--- src/rtl/assert_macros.svh ---
// Assertion helpers shared by the line buffer modules.
// Each one samples on clk and stays quiet during rst.
`ifndef ASSERT_MACROS_SVH
`define ASSERT_MACROS_SVH

// Check that a property holds at every edge.
`define SCL_ASSERT(label, prop, msg) \
  label: assert property (@(posedge clk) disable iff (rst) (prop)) else $error(msg);

// Check that a condition implies another one at the next edge.
`define SCL_ASSERT_NEXT(label, cond, prop, msg) \
  label: assert property (@(posedge clk) disable iff (rst) (cond) |=> (prop)) else $error(msg);

`endif

--- src/rtl/scl_pkg.sv ---
package scl_pkg;

  // Ring of stored characters.
  localparam int RING_DEPTH = 256;
  localparam int RING_AW    = $clog2(RING_DEPTH);

  localparam logic [6:0] MAX_RUN = 7'd64;

  // Set-1 scancodes with a special meaning.
  localparam logic [7:0] SC_BACKSPACE  = 8'd14;
  localparam logic [7:0] SC_ENTER      = 8'd28;
  localparam logic [7:0] SC_LSHIFT     = 8'd42;
  localparam logic [7:0] SC_RSHIFT     = 8'd54;
  localparam logic [7:0] SC_ALT        = 8'd56;
  localparam logic [7:0] SC_CAPS       = 8'd58;
  localparam logic [7:0] SC_TABLE_SIZE = 8'd60;
  localparam logic [7:0] SC_LSHIFT_REL = 8'd170;
  localparam logic [7:0] SC_RSHIFT_REL = 8'd182;
  localparam logic [7:0] SC_DIGIT_LO   = 8'd2;
  localparam logic [7:0] SC_DIGIT_HI   = 8'd13;

  localparam logic [7:0] CHAR_NEWLINE = 8'h0A;

  typedef enum logic [1:0] {
    OP_CHAR,
    OP_ENTER,
    OP_ERASE,
    OP_READ
  } op_code_t;

  typedef struct packed {
    op_code_t   op;
    logic [7:0] character;
    logic [6:0] count;
  } op_t;

  typedef enum logic [2:0] {
    KIND_ECHO_CHAR    = 3'd0,
    KIND_ECHO_NEWLINE = 3'd1,
    KIND_ECHO_ERASE   = 3'd2,
    KIND_READ_CHAR    = 3'd3,
    KIND_READ_REFUSED = 3'd4
  } kind_t;

  typedef enum logic [1:0] {
    ST_IDLE,
    ST_READ_ADDR,
    ST_READ_DATA
  } back_state_t;

  // Key tables, padded to 64 so any 6-bit index is in range.
  localparam logic [7:0] PLAIN_KEYS [64] = '{
    8'h00, 8'h45, 8'h31, 8'h32, 8'h33, 8'h34, 8'h35, 8'h36, 8'h37, 8'h38,
    8'h39, 8'h30, 8'h27, 8'hBF, 8'h42, 8'h20, 8'h71, 8'h77, 8'h65, 8'h72,
    8'h74, 8'h79, 8'h75, 8'h69, 8'h6F, 8'h70, 8'hB4, 8'h2B, 8'h0A, 8'h00,
    8'h61, 8'h73, 8'h64, 8'h66, 8'h67, 8'h68, 8'h6A, 8'h6B, 8'h6C, 8'h00,
    8'h7B, 8'h7C, 8'h4C, 8'h7D, 8'h7A, 8'h78, 8'h63, 8'h76, 8'h62, 8'h6E,
    8'h6D, 8'h2C, 8'h2E, 8'h2D, 8'h00, 8'h2A, 8'h41, 8'h20, 8'h00, 8'h00,
    8'h00, 8'h00, 8'h00, 8'h00
  };

  localparam logic [7:0] SHIFTED_KEYS [64] = '{
    8'h00, 8'h45, 8'h21, 8'h22, 8'h23, 8'h24, 8'h25, 8'h26, 8'h2F, 8'h28,
    8'h29, 8'h3D, 8'h3F, 8'hA1, 8'h42, 8'h20, 8'h51, 8'h57, 8'h45, 8'h52,
    8'h54, 8'h59, 8'h55, 8'h49, 8'h4F, 8'h50, 8'hA8, 8'h2A, 8'h0A, 8'h00,
    8'h41, 8'h53, 8'h44, 8'h46, 8'h47, 8'h48, 8'h4A, 8'h4B, 8'h4C, 8'h00,
    8'h5B, 8'hB0, 8'h4C, 8'h5D, 8'h5A, 8'h58, 8'h43, 8'h56, 8'h42, 8'h4E,
    8'h4D, 8'h3B, 8'h3A, 8'h5F, 8'h00, 8'h2A, 8'h41, 8'h20, 8'h00, 8'h00,
    8'h00, 8'h00, 8'h00, 8'h00
  };

endpackage

--- src/rtl/scl_if.sv ---
interface scl_cmd_if;
  logic       valid;
  logic       ready;
  logic       command;
  logic [7:0] scancode;
  logic [6:0] read_count;

  modport source (output valid, command, scancode, read_count, input ready);
  modport sink (input valid, command, scancode, read_count, output ready);
endinterface

interface scl_res_if;
  logic       valid;
  logic       ready;
  logic [2:0] kind;
  logic [7:0] character;
  logic       last;
  logic [6:0] granted;

  modport source (output valid, kind, character, last, granted, input ready);
  modport sink (input valid, kind, character, last, granted, output ready);
endinterface

--- src/rtl/scancode_to_char_line_buffer_top.sv ---
// Channel  Dir  Payload
// cmd      in   command, scancode, read_count
// res      out  kind, character, last, granted
//
// A scancode or read word is accepted while the two-entry op queue has room.
// The back end handles a store, erase or refusal from its idle state; a read run leaves idle,
// then takes each character in two steps (address, then registered ring RAM data).
// Reset (rst, synchronous) clears shift state, counters and queue; no clearing pass.
// A stalled res holds the back end; cmd keeps flowing until the queue fills.
module scancode_to_char_line_buffer_top import scl_pkg::*; (
  input  logic      clk,
  input  logic      rst,
  scl_cmd_if.sink   cmd,
  scl_res_if.source res
);

  logic push;
  op_t  push_op;
  logic full;
  logic pop;
  op_t  pop_op;
  logic empty;

  scl_front u_front (
    .clk     (clk),
    .rst     (rst),
    .cmd     (cmd),
    .push    (push),
    .push_op (push_op),
    .full    (full)
  );

  scl_queue u_queue (
    .clk     (clk),
    .rst     (rst),
    .push    (push),
    .push_op (push_op),
    .full    (full),
    .pop     (pop),
    .pop_op  (pop_op),
    .empty   (empty)
  );

  scl_back u_back (
    .clk    (clk),
    .rst    (rst),
    .empty  (empty),
    .pop_op (pop_op),
    .pop    (pop),
    .res    (res)
  );

endmodule

--- src/rtl/scl_ram.sv ---
module scl_ram #(
  parameter int WIDTH = 8,
  parameter int DEPTH = 256
) (
  input  logic                     clk,
  input  logic                     we,
  input  logic [$clog2(DEPTH)-1:0] waddr,
  input  logic [WIDTH-1:0]         wdata,
  input  logic                     re,
  input  logic [$clog2(DEPTH)-1:0] raddr,
  output logic [WIDTH-1:0]         rdata
);

  logic [WIDTH-1:0] mem [DEPTH];

  always_ff @(posedge clk) begin
    if (we) begin
      mem[waddr] <= wdata;
    end
    // hold read data until the next read
    if (re) begin
      rdata <= mem[raddr];
    end
  end

endmodule

--- src/rtl/scl_queue.sv ---
`include "assert_macros.svh"

module scl_queue import scl_pkg::*; (
  input  logic clk,
  input  logic rst,
  input  logic push,
  input  op_t  push_op,
  output logic full,
  input  logic pop,
  output op_t  pop_op,
  output logic empty
);

  op_t        entries [2];
  logic       wr_ptr;
  logic       rd_ptr;
  logic [1:0] count;

  assign full   = (count == 2'd2);
  assign empty  = (count == 2'd0);
  assign pop_op = entries[rd_ptr];

  always_ff @(posedge clk) begin
    if (rst) begin
      wr_ptr <= 1'b0;
      rd_ptr <= 1'b0;
      count  <= 2'd0;
    end else begin
      if (push) begin
        wr_ptr <= ~wr_ptr;
      end
      if (pop) begin
        rd_ptr <= ~rd_ptr;
      end
      if (push && !pop) begin
        count <= count + 2'd1;
      end else if (pop && !push) begin
        count <= count - 2'd1;
      end
    end
  end

  always_ff @(posedge clk) begin
    if (push) begin
      entries[wr_ptr] <= push_op;
    end
  end

  `SCL_ASSERT(a_no_push_full, !(push && full), "push into full queue")
  `SCL_ASSERT(a_no_pop_empty, !(pop && empty), "pop from empty queue")

endmodule

--- src/rtl/scl_front.sv ---
module scl_front import scl_pkg::*; (
  input  logic           clk,
  input  logic           rst,
  scl_cmd_if.sink        cmd,
  output logic           push,
  output op_t            push_op,
  input  logic           full
);

  logic       lshift;
  logic       rshift;
  logic       caps;
  logic       lshift_next;
  logic       rshift_next;
  logic       caps_next;
  logic       accept;
  logic       digit;
  logic       use_shift;
  logic [5:0] key_idx;
  logic [7:0] code;

  assign cmd.ready = !full;
  assign accept    = cmd.valid && !full;
  assign code      = cmd.scancode;
  assign key_idx   = code[5:0];
  assign digit     = code inside {[SC_DIGIT_LO:SC_DIGIT_HI]};
  assign use_shift = (lshift | rshift) ^ (caps & ~digit);

  always_comb begin
    lshift_next       = lshift;
    rshift_next       = rshift;
    caps_next         = caps;
    push              = 1'b0;
    push_op.op        = OP_CHAR;
    push_op.character = use_shift ? SHIFTED_KEYS[key_idx] : PLAIN_KEYS[key_idx];
    push_op.count     = (cmd.read_count > MAX_RUN) ? MAX_RUN : cmd.read_count;
    if (accept) begin
      if (cmd.command) begin
        push       = 1'b1;
        push_op.op = OP_READ;
      end else if (code >= SC_TABLE_SIZE) begin
        if (code == SC_LSHIFT_REL) begin
          lshift_next = ~lshift;
        end
        if (code == SC_RSHIFT_REL) begin
          rshift_next = ~rshift;
        end
      end else begin
        case (code)
          SC_ENTER: begin
            push       = 1'b1;
            push_op.op = OP_ENTER;
          end
          SC_BACKSPACE: begin
            push       = 1'b1;
            push_op.op = OP_ERASE;
          end
          SC_LSHIFT: lshift_next = ~lshift;
          SC_RSHIFT: rshift_next = ~rshift;
          SC_ALT: ;
          SC_CAPS: caps_next = ~caps;
          default: begin
            push = 1'b1;
          end
        endcase
      end
    end
  end

  always_ff @(posedge clk) begin
    if (rst) begin
      lshift <= 1'b0;
      rshift <= 1'b0;
      caps   <= 1'b0;
    end else begin
      lshift <= lshift_next;
      rshift <= rshift_next;
      caps   <= caps_next;
    end
  end

endmodule

--- src/rtl/scl_back.sv ---
`include "assert_macros.svh"

module scl_back import scl_pkg::*; (
  input  logic       clk,
  input  logic       rst,
  input  logic       empty,
  input  op_t        pop_op,
  output logic       pop,
  scl_res_if.source  res
);

  back_state_t state;
  back_state_t state_next;

  logic [15:0] line_length;
  logic [15:0] line_length_next;
  logic [15:0] write_count;
  logic [15:0] write_count_next;
  logic [15:0] read_total;
  logic [15:0] read_total_next;
  logic        line_ready;
  logic        line_ready_next;
  logic [6:0]  want;
  logic [6:0]  want_next;
  logic [6:0]  sent;
  logic [6:0]  sent_next;

  logic        res_valid;
  logic        res_valid_next;
  kind_t       res_kind;
  kind_t       res_kind_next;
  logic [7:0]  res_char;
  logic [7:0]  res_char_next;
  logic        res_last;
  logic        res_last_next;
  logic [6:0]  res_granted;
  logic [6:0]  res_granted_next;

  logic        out_free;
  logic [15:0] stored;
  logic        refused;
  logic        run_end;

  logic        ram_we;
  logic [7:0]  ram_wdata;
  logic        ram_re;
  logic [7:0]  ram_rdata;

  scl_ram #(
    .WIDTH (8),
    .DEPTH (RING_DEPTH)
  ) u_ring (
    .clk   (clk),
    .we    (ram_we),
    .waddr (write_count[RING_AW-1:0]),
    .wdata (ram_wdata),
    .re    (ram_re),
    .raddr (read_total[RING_AW-1:0]),
    .rdata (ram_rdata)
  );

  assign res.valid     = res_valid;
  assign res.kind      = res_kind;
  assign res.character = res_char;
  assign res.last      = res_last;
  assign res.granted   = res_granted;

  assign out_free = !res_valid || res.ready;
  assign stored   = write_count - read_total;
  assign refused  = (pop_op.count == 7'd0) || !line_ready || (stored == 16'd0) ||
                    (stored < {9'd0, pop_op.count});
  assign run_end  = ((sent + 7'd1) == want) || (ram_rdata == CHAR_NEWLINE);

  always_comb begin
    state_next       = state;
    line_length_next = line_length;
    write_count_next = write_count;
    read_total_next  = read_total;
    line_ready_next  = line_ready;
    want_next        = want;
    sent_next        = sent;
    res_valid_next   = res_valid && !res.ready;
    res_kind_next    = res_kind;
    res_char_next    = res_char;
    res_last_next    = res_last;
    res_granted_next = res_granted;
    pop              = 1'b0;
    ram_we           = 1'b0;
    ram_wdata        = pop_op.character;
    ram_re           = 1'b0;

    case (state)
      ST_IDLE: begin
        if (!empty && out_free) begin
          pop              = 1'b1;
          res_last_next    = 1'b1;
          res_granted_next = 7'd0;
          res_char_next    = pop_op.character;
          case (pop_op.op)
            OP_CHAR: begin
              ram_we           = 1'b1;
              write_count_next = write_count + 16'd1;
              if (line_length != 16'hFFFF) begin
                line_length_next = line_length + 16'd1;
              end
              res_valid_next = 1'b1;
              res_kind_next  = KIND_ECHO_CHAR;
            end
            OP_ENTER: begin
              ram_we           = 1'b1;
              ram_wdata        = CHAR_NEWLINE;
              write_count_next = write_count + 16'd1;
              line_length_next = 16'd0;
              line_ready_next  = 1'b1;
              res_valid_next   = 1'b1;
              res_kind_next    = KIND_ECHO_NEWLINE;
              res_char_next    = CHAR_NEWLINE;
            end
            OP_ERASE: begin
              // drop backspace on an empty line
              if (line_length != 16'd0) begin
                line_length_next = line_length - 16'd1;
                write_count_next = write_count - 16'd1;
                res_valid_next   = 1'b1;
                res_kind_next    = KIND_ECHO_ERASE;
                res_char_next    = 8'd0;
              end
            end
            OP_READ: begin
              if (refused) begin
                res_valid_next = 1'b1;
                res_kind_next  = KIND_READ_REFUSED;
                res_char_next  = 8'd0;
              end else begin
                want_next  = pop_op.count;
                sent_next  = 7'd0;
                state_next = ST_READ_ADDR;
              end
            end
            default: ;
          endcase
        end
      end
      ST_READ_ADDR: begin
        ram_re     = 1'b1;
        state_next = ST_READ_DATA;
      end
      ST_READ_DATA: begin
        if (out_free) begin
          res_valid_next   = 1'b1;
          res_kind_next    = KIND_READ_CHAR;
          res_char_next    = ram_rdata;
          res_last_next    = run_end;
          res_granted_next = want;
          read_total_next  = read_total + 16'd1;
          sent_next        = sent + 7'd1;
          if (ram_rdata == CHAR_NEWLINE) begin
            line_ready_next = 1'b0;
          end
          state_next = run_end ? ST_IDLE : ST_READ_ADDR;
        end
      end
      default: state_next = ST_IDLE;
    endcase
  end

  always_ff @(posedge clk) begin
    if (rst) begin
      state       <= ST_IDLE;
      line_length <= 16'd0;
      write_count <= 16'd0;
      read_total  <= 16'd0;
      line_ready  <= 1'b0;
      res_valid   <= 1'b0;
    end else begin
      state       <= state_next;
      line_length <= line_length_next;
      write_count <= write_count_next;
      read_total  <= read_total_next;
      line_ready  <= line_ready_next;
      res_valid   <= res_valid_next;
    end
  end

  always_ff @(posedge clk) begin
    want        <= want_next;
    sent        <= sent_next;
    res_kind    <= res_kind_next;
    res_char    <= res_char_next;
    res_last    <= res_last_next;
    res_granted <= res_granted_next;
  end

  `SCL_ASSERT(a_run_bound, (state == ST_IDLE) || (sent < want), "read run past its count")
  `SCL_ASSERT(a_run_stored, (state == ST_IDLE) || (write_count != read_total),
              "read run with nothing stored")
  `SCL_ASSERT_NEXT(a_addr_then_data, state == ST_READ_ADDR, state == ST_READ_DATA,
                   "ring read not followed by data step")

endmodule
--- src/flat_wrapper.sv ---
// flat-port wrapper written by rule: the top's interface ports become plain ports
module scancode_to_char_line_buffer_top_flat import scl_pkg::*;
  (clk, rst, cmd_valid, cmd_command, cmd_scancode, cmd_read_count, cmd_ready, res_valid, res_kind, res_character, res_last, res_granted, res_ready);
  scl_cmd_if cmd_i ();
  scl_res_if res_i ();
  input  logic clk;
  input  logic rst;
  input wire logic [$bits(cmd_i.valid)-1:0] cmd_valid;
  input wire logic [$bits(cmd_i.command)-1:0] cmd_command;
  input wire logic [$bits(cmd_i.scancode)-1:0] cmd_scancode;
  input wire logic [$bits(cmd_i.read_count)-1:0] cmd_read_count;
  output wire logic [$bits(cmd_i.ready)-1:0] cmd_ready;
  output wire logic [$bits(res_i.valid)-1:0] res_valid;
  output wire logic [$bits(res_i.kind)-1:0] res_kind;
  output wire logic [$bits(res_i.character)-1:0] res_character;
  output wire logic [$bits(res_i.last)-1:0] res_last;
  output wire logic [$bits(res_i.granted)-1:0] res_granted;
  input wire logic [$bits(res_i.ready)-1:0] res_ready;
  assign cmd_i.valid = cmd_valid;
  assign cmd_i.command = cmd_command;
  assign cmd_i.scancode = cmd_scancode;
  assign cmd_i.read_count = cmd_read_count;
  assign cmd_ready = cmd_i.ready;
  assign res_valid = res_i.valid;
  assign res_kind = res_i.kind;
  assign res_character = res_i.character;
  assign res_last = res_i.last;
  assign res_granted = res_i.granted;
  assign res_i.ready = res_ready;
  scancode_to_char_line_buffer_top u_core (.clk(clk), .rst(rst), .cmd(cmd_i), .res(res_i));
endmodule
--- config.mk ---
export PLATFORM = sky130hd
export DESIGN_NAME = scancode_to_char_line_buffer_top_flat
export DESIGN_NICKNAME = d
export VERILOG_FILES = /design/src/rtl/scl_pkg.sv /design/src/rtl/scl_if.sv /design/src/rtl/scancode_to_char_line_buffer_top.sv /design/src/rtl/scl_ram.sv /design/src/rtl/scl_queue.sv /design/src/rtl/scl_front.sv /design/src/rtl/scl_back.sv /design/src/flat_wrapper.sv
export VERILOG_INCLUDE_DIRS = /design/src /design/src/rtl
export SDC_FILE = /design/constraint.sdc
export NUM_CORES = 2
export LEC_CHECK = 0
export BUFFER_PORTS_ARGS = -buffer_cell sky130_fd_sc_hd__buf_2
export CAP_MARGIN = 20
export CORE_ASPECT_RATIO = 0.75
export CORE_MARGIN = 2
export CORE_UTILIZATION = 63
export DETAILED_ROUTE_END_ITERATION = 8
export HOLD_SLACK_MARGIN = 0.03
export PLACE_DENSITY = 0.76
export SLEW_MARGIN = 20
export SYNTH_ARGS = -nofsm -noshare
export SYNTH_HDL_FRONTEND = slang
export SYNTH_SLANG_ARGS = --single-unit
--- constraint.sdc ---
create_clock -name clk -period 11.5 [get_ports clk]
set_input_delay 1.15 -clock clk [delete_from_list [all_inputs] [get_ports clk]]
set_output_delay 1.15 -clock clk [all_outputs]
set_load 0.02 [all_outputs]
### Word level (Yosys, flattened, before mapping)

Memory sizes are Yosys's and may differ from the RTL's. A register that Yosys moved wholly into a read port is not among the register bits.
Index checks and enable logic that the tools add are counted.

| storage, ports and cells | value |
|---|---|
| bits of input ports | 20 |
| memory bits (writable) | 2082 |
| bits in read-only memories | 1024 |
| register bits after elaboration | 92 |
| memories | 4 |

Memories:

| name | words | width | read ports | clocked after Yosys merged registers in | wr ports | line | text |
|---|---|---|---|---|---|---|---|
| u_core.u_back.u_ring.mem | 256 | 8 | 1 | 1 | 1 | scl_ram.sv:14 | `logic [WIDTH-1:0] mem [DEPTH];` |
| (name not given) | 64 | 8 | 1 | 0 | 0 | scl_front.sv:35 | `push_op.character = use_shift ? SHIFTED_KEYS[key_idx] : PLAIN_KEYS[key_idx];` |
| (name not given) | 64 | 8 | 1 | 0 | 0 | scl_front.sv:35 |  |
| u_core.u_queue.entries | 2 | 17 | 1 | 1 | 1 | scl_queue.sv:14 | `op_t entries [2];` |

| operators by class | value |
|---|---|
| add/sub/neg operators | 9 |
| bitwise logic cells | 13 |
| equality and inequality tests | 29 |
| order comparisons | 6 |
| reduce and logical (&&, ||, !) cells | 44 |
| mux-type cells | 82 |

Operators by type and width:

| cell | count |
|---|---|
| 8-bit two-way mux | 12 |
| 7-bit two-way mux | 7 |
| 16-bit by 1-bit adder with 16-bit output (second input constant) | 3 |
| 16-bit two-way mux | 3 |
| 16-bit one-hot mux with 3 select lines | 1 |
| 1-bit two-way mux | 33 |
| 8-bit by 6-bit equality test with 1-bit output (second input constant) | 4 |
| 16-bit one-hot mux with 2 select lines | 1 |
| 16-bit by 1-bit subtractor with 16-bit output (second input constant) | 2 |
| 7-bit one-hot mux with 2 select lines | 2 |
| 8-bit one-hot mux with 3 select lines | 1 |
| 4-bit AND reduction | 6 |
| 5-bit AND reduction | 4 |
| 2-bit two-way mux | 9 |
| 8-bit by 4-bit equality test with 1-bit output (second input constant) | 2 |
| 8-bit equality test (second input constant) | 2 |
| 16-bit zero test | 1 |
| 16-bit by 7-bit < comparator with 1-bit output | 1 |
| 16-bit != test (second input constant) | 1 |
| 8-bit one-hot mux with 2 select lines | 1 |
| 16-bit nonzero test | 1 |
| 16-bit subtractor | 1 |
| 3-bit two-way mux | 4 |
| 2-bit != test (second input constant) | 6 |
| other kinds (36) | 75 |

### Depth between registers and ports, before layout

| logic depth | value |
|---|---|
| word-level depth | 10 |
| mapped depth | 18 |
| gate-level depth less buffers | 14 |

### Modules after synthesis

From an unflattened synthesis, not the netlist that was laid out.

| second synthesis, totals | value |
|---|---|
| cells, all modules | 4736 |
| area, all modules | 88564.9 sq um |

Modules (own cells, without submodules):

| module | area each (sq um) | sequential area each (sq um) | instances | cells an instance |
|---|---|---|---|---|
| scl_ram | 79636.4 | 61739.2 | 1 | 3733 |
| scl_back | 5984.5 | 2031.9 | 1 | 698 |
| scl_front | 1511.4 | 60.1 | 1 | 230 |
| scl_queue | 1432.6 | 1121.1 | 1 | 75 |

### Worst setup path before layout

No wires, ideal clock.

| timing | value |
|---|---|
| path kind | input to register |
| from | in res_ready |
| to | mem u_core.u_back.u_ring.mem[0][7], data pin |
| setup slack | 2.278 ns |
| setup time | 1.389 ns |
| cell stages on the path | 5 |
| arrival time | 7.833 ns |
| required time | 10.111 ns |
| cell sequence | nor2b_1 > or4_1 > clkbuf_1 > nor2_1 > nor2_1 |

| on the way | value |
|---|---|
| word-level cells in the longest chain between the ends | 4 |

RTL lines:

| element | line | text |
|---|---|---|
| start, declared | flat_wrapper.sv:18 | `input wire logic [$bits(res_i.ready)-1:0] res_ready;` |
| 1-bit logical OR | scl_back.sv:68 | `assign out_free = !res_valid \|\| res.ready;` |
| 1-bit logical AND | scl_back.sv:94 | `if (!empty && out_free) begin` |
| 8-bit two-way mux | scl_back.sv:94 |  |
| 8-bit two-way mux | scl_back.sv:92 | `case (state)` |
| named net u_core.u_back.ram_wdata[7] | scl_back.sv:45 | `logic [7:0] ram_wdata;` |
| end, declared | scl_ram.sv:14 |  |

The timed path passes the listed nets, and every way through them passes these cells.

==> flow_metrics.env <==
export IMPL_outcome="completed"
export IMPL_post_cts_resize_count=0
export IMPL_min_path_type="reg -> reg"
export IMPL_nFillCells=8059
export IMPL_synth_fa_ha_area_share_pct=0.9674
export IMPL_die_height_um=327.1
export IMPL_synth_top_family_by_area="multiplexers"
export IMPL_worst_path_stages=6
export IMPL_post_synth_and_or_nand_nor_area_fraction_pct=3.449
export IMPL_rsz0062_at_grt="false"
export IMPL_cpMaxStageDelayCell="dfxtp_4"
export IMPL_worst_skew_pair_late_latency_ps=840
export IMPL_grt_pass1_vias=43300
export IMPL_synth_compound_area_share_pct=1.873
export IMPL_drt_met1_wl_um=82500
export IMPL_mostFrequentLayoutCell="edfxtp_1"
export IMPL_synth_nets=4326
export IMPL_clock_sinks=2183
export IMPL_cp_common_cell="mux4_2"
export IMPL_finalMaxSlewViolations=0
export IMPL_synthFlopType="edfxtp_1"
export IMPL_syn_area_per_cell_um2=20.68
export IMPL_highest_layer="met5"
export IMPL_grt_pass1_wl_um=311800
export IMPL_area_delta_synth_final_pct=9.841
export IMPL_synth_edf_count=2123
export IMPL_synth_area_leaders="edfxtp_1 (73%), mux4_2 (17%), nor2_1 (1.8%), dfxtp_1 (1.4%), ha_1 (0.90%)"
export IMPL_drt_total_wl_um=215800
export IMPL_finalWeightedCongestion=0.8767
export IMPL_mostFrequentLayoutCells="edfxtp_1 (2123), mux4_2 (679), nor2_1 (403), clkbuf_16 (195), nand2_1 (86)"
export IMPL_dieArea_mm2=0.1422
export IMPL_slew_headroom_pct=18.57
export IMPL_min_path_cells=2
export IMPL_critPathMaxFanout=43
export IMPL_tightest_slew_ps=1221
export IMPL_ant_nets=0
export IMPL_first_iter_violations=6806
export IMPL_fin_nets=4387
export IMPL_hold_viol_final=0
export IMPL_io_buffers=40
export IMPL_ys_seq_area_share_pct=74.07
export IMPL_slowest_delay_ps=830
export IMPL_period_minus_slack_ps=5151
export IMPL_met3_length_um=29780
export IMPL_synth_cell_types=68
export IMPL_fin_crit_sh_pct=44.79
export IMPL_r2r_start="u_core.u_back.read_total[0]"
export IMPL_track_usage_pct=30.75
export IMPL_grt_max_degree=204
export IMPL_start_util_pct=63.52
export IMPL_async_flop_share_pct=0
export IMPL_syn_area_mm2=0.08769
export IMPL_cp_end_kind="flip-flop"
export IMPL_setup_viol=0
export IMPL_ios=41
export IMPL_finalClockSkew_ps=30.07
export IMPL_critical_path_buf_inv_count=2
export IMPL_via_per_inst=7.005
export IMPL_cts_clk_slew_worst_paths_ps=60
export IMPL_vias=44328
export IMPL_design_area_mm2=0.09632
export IMPL_htreeDepth=4
export IMPL_dpl_hpwl_um=120900
export IMPL_cts_path_max_buffers=3
export IMPL_syn_instance_count=4240
export IMPL_wl_per_cell_um=34.10
export IMPL_start_kind="flip-flop"
export IMPL_r2r_cells=6
export IMPL_rows=118
export IMPL_synth_top_area_share_pct=72.70
export IMPL_drive_above_1_share_pct=24.82
export IMPL_fin_tns_setup_ps=0
export IMPL_arrival_ps=5720
export IMPL_yosys_area_top_type="edfxtp_1"
export IMPL_muxShareOfSynthArea_pct=17.74
export IMPL_cp_top_family="multiplexers"
export IMPL_cts_buffers=191
export IMPL_yosys_warnings=0
export IMPL_synth_xor_xnor_area_share_pct=0.6292
export IMPL_hp_start="u_core.u_back.line_length[14]"
export IMPL_critPathRequiredTime_ps=12070
export IMPL_ir_worst_vdd_mv=0.2905
export IMPL_postCtsSetupRepairBufs=0
export IMPL_fmax_mhz=194.1
export IMPL_crit_start="u_core.u_back.read_total[0]"
export IMPL_wl_met2_um=96900
export IMPL_cts_hold_buf=0
export IMPL_powerDensity_mw_per_mm2=192.8
export IMPL_cts_root_buffer="clkbuf_16"
export IMPL_antenna_found_initial=17
export IMPL_overflow=0
export IMPL_synth_seq_cells=2183
export IMPL_cts_tree="built"
export IMPL_power_leakage_nw=29.25
export IMPL_die_w_um=434.8
export IMPL_coreArea_mm2=0.1380
export IMPL_critPathKind="reg -> reg"
export IMPL_dr_pass1_iters=6
export IMPL_place_area_mm2=0.08995
export IMPL_path_cells="buf_4 -> buf_4 -> mux4_2 -> mux4_2 -> mux4_2 -> mux4_2"
export IMPL_drc=0
export IMPL_drv_cap=0
Yosys cell counts, types with 6 or more instances:
library cell     n
dfxtp_1         60
clkbuf_1       151
ha_1            63
o22ai_1          6
nor4_1          12
o21a_1          11
nand3_1         37
and3_1          12
nand2_1         95
buf_2           54
nand4_1         15
inv_1           41
o21ai_0         44
mux4_2         679
xnor2_1         42
a21o_1           7
buf_1           26
nor2_1         409
nand2b_1        12
a21oi_1         64
a211oi_1        17
a22oi_1         12
xor2_1          21
o31a_1           7
mux2_2          10
nor2b_1         27
nor3_1          37
and2_1          11
or3_1           15
mux2i_1         15
a31oi_1         21
edfxtp_1      2123
worst paths after layout:
kind / endpoint / slack, ps
max: u_core.u_back.u_ring.rdata[7] / 6350
min: u_core.u_back.line_length[14] / 500
max reg2reg: u_core.u_back.u_ring.rdata[7] / 6350
min reg2reg: u_core.u_back.line_length[14] / 500
per-stage QoR:
stage | cells | utilization, % | setup WS, ps | total power, mW | hold WS [ps]
floorplan | 4240 | - | 2278 | 11.44 | 448.4
global placement | 5966 | 65.16 | 6323 | 12.09 | 460.5
detailed placement | 5966 | 65.16 | 6285 | 12.16 | 485.6
CTS | 6323 | 69.72 | 6255 | 18.56 | 494.6
global route | 6325 | 69.77 | 6038 | 19.07 | 519.1
finish | 6328 | 69.78 | 6349 | 18.57 | 500.8
sequential cells by signal, summed over array words and instances, names as in the netlist, 7 cells and up, named ones only:
| name | cells |
|---|---|
| u_core.u_back.read_total | 16 |
| u_core.u_back.res.granted | 7 |
| u_core.u_back.sent | 7 |
| u_core.u_back.res.character | 8 |
| u_core.u_back.u_ring.rdata | 8 |
| u_core.u_back.u_ring.mem | 2048 |
| u_core.u_back.line_length | 16 |
| u_core.u_back.write_count | 16 |
| u_core.u_queue.entries | 34 |
| u_core.u_back.want | 7 |
report_power, final:
group	total [mW]	internal (mW)	leakage, nW	switching [mW]
sequential	9.75	9.64	19.6	0.103
combinational	2.31	0.558	6.56	1.75
clock	6.52	3.62	3.08	2.89
cell families after synthesis:
kind of cell / count (synthesis)
buffers and inverters: 278
DFF: 2183
and+or+nand+nor: 697
AOI/OAI and AO/OA: 249
xor gates and xnor gates: 63
adders and majority gates: 66
muxes: 704
cell type report:
cell class                 instances  area [µm²]  area share (%)
antenna                            3       7.507        0.007794
clock inverter                   115        1146           1.190
inverter                          46       180.2          0.1871
timing repair buffer             100       807.0          0.8378
tap                             1860        2327           2.416
clock buffer                     242        5146           5.343
sequential                      2183       64960           67.45
multi-input combinational       1779       21740           22.57
per-layer routing:
| metal | up-vias | track usage [%] |
|---|---|---|
| li1 | 17709 | - |
| met4 | 20 | 9.180 |
| met3 | 378 | 12.00 |
| met1 | 23187 | 44.57 |
| met2 | 3034 | 44.13 |
| met5 | - | 0 |
tightest hold or removal path, stage by stage (launching register included):
cell and delay [ps]:
dfxtp_1 340, nand2_1 70, a21oi_1 50
Note: power is estimated with default switching activity, not from simulation.
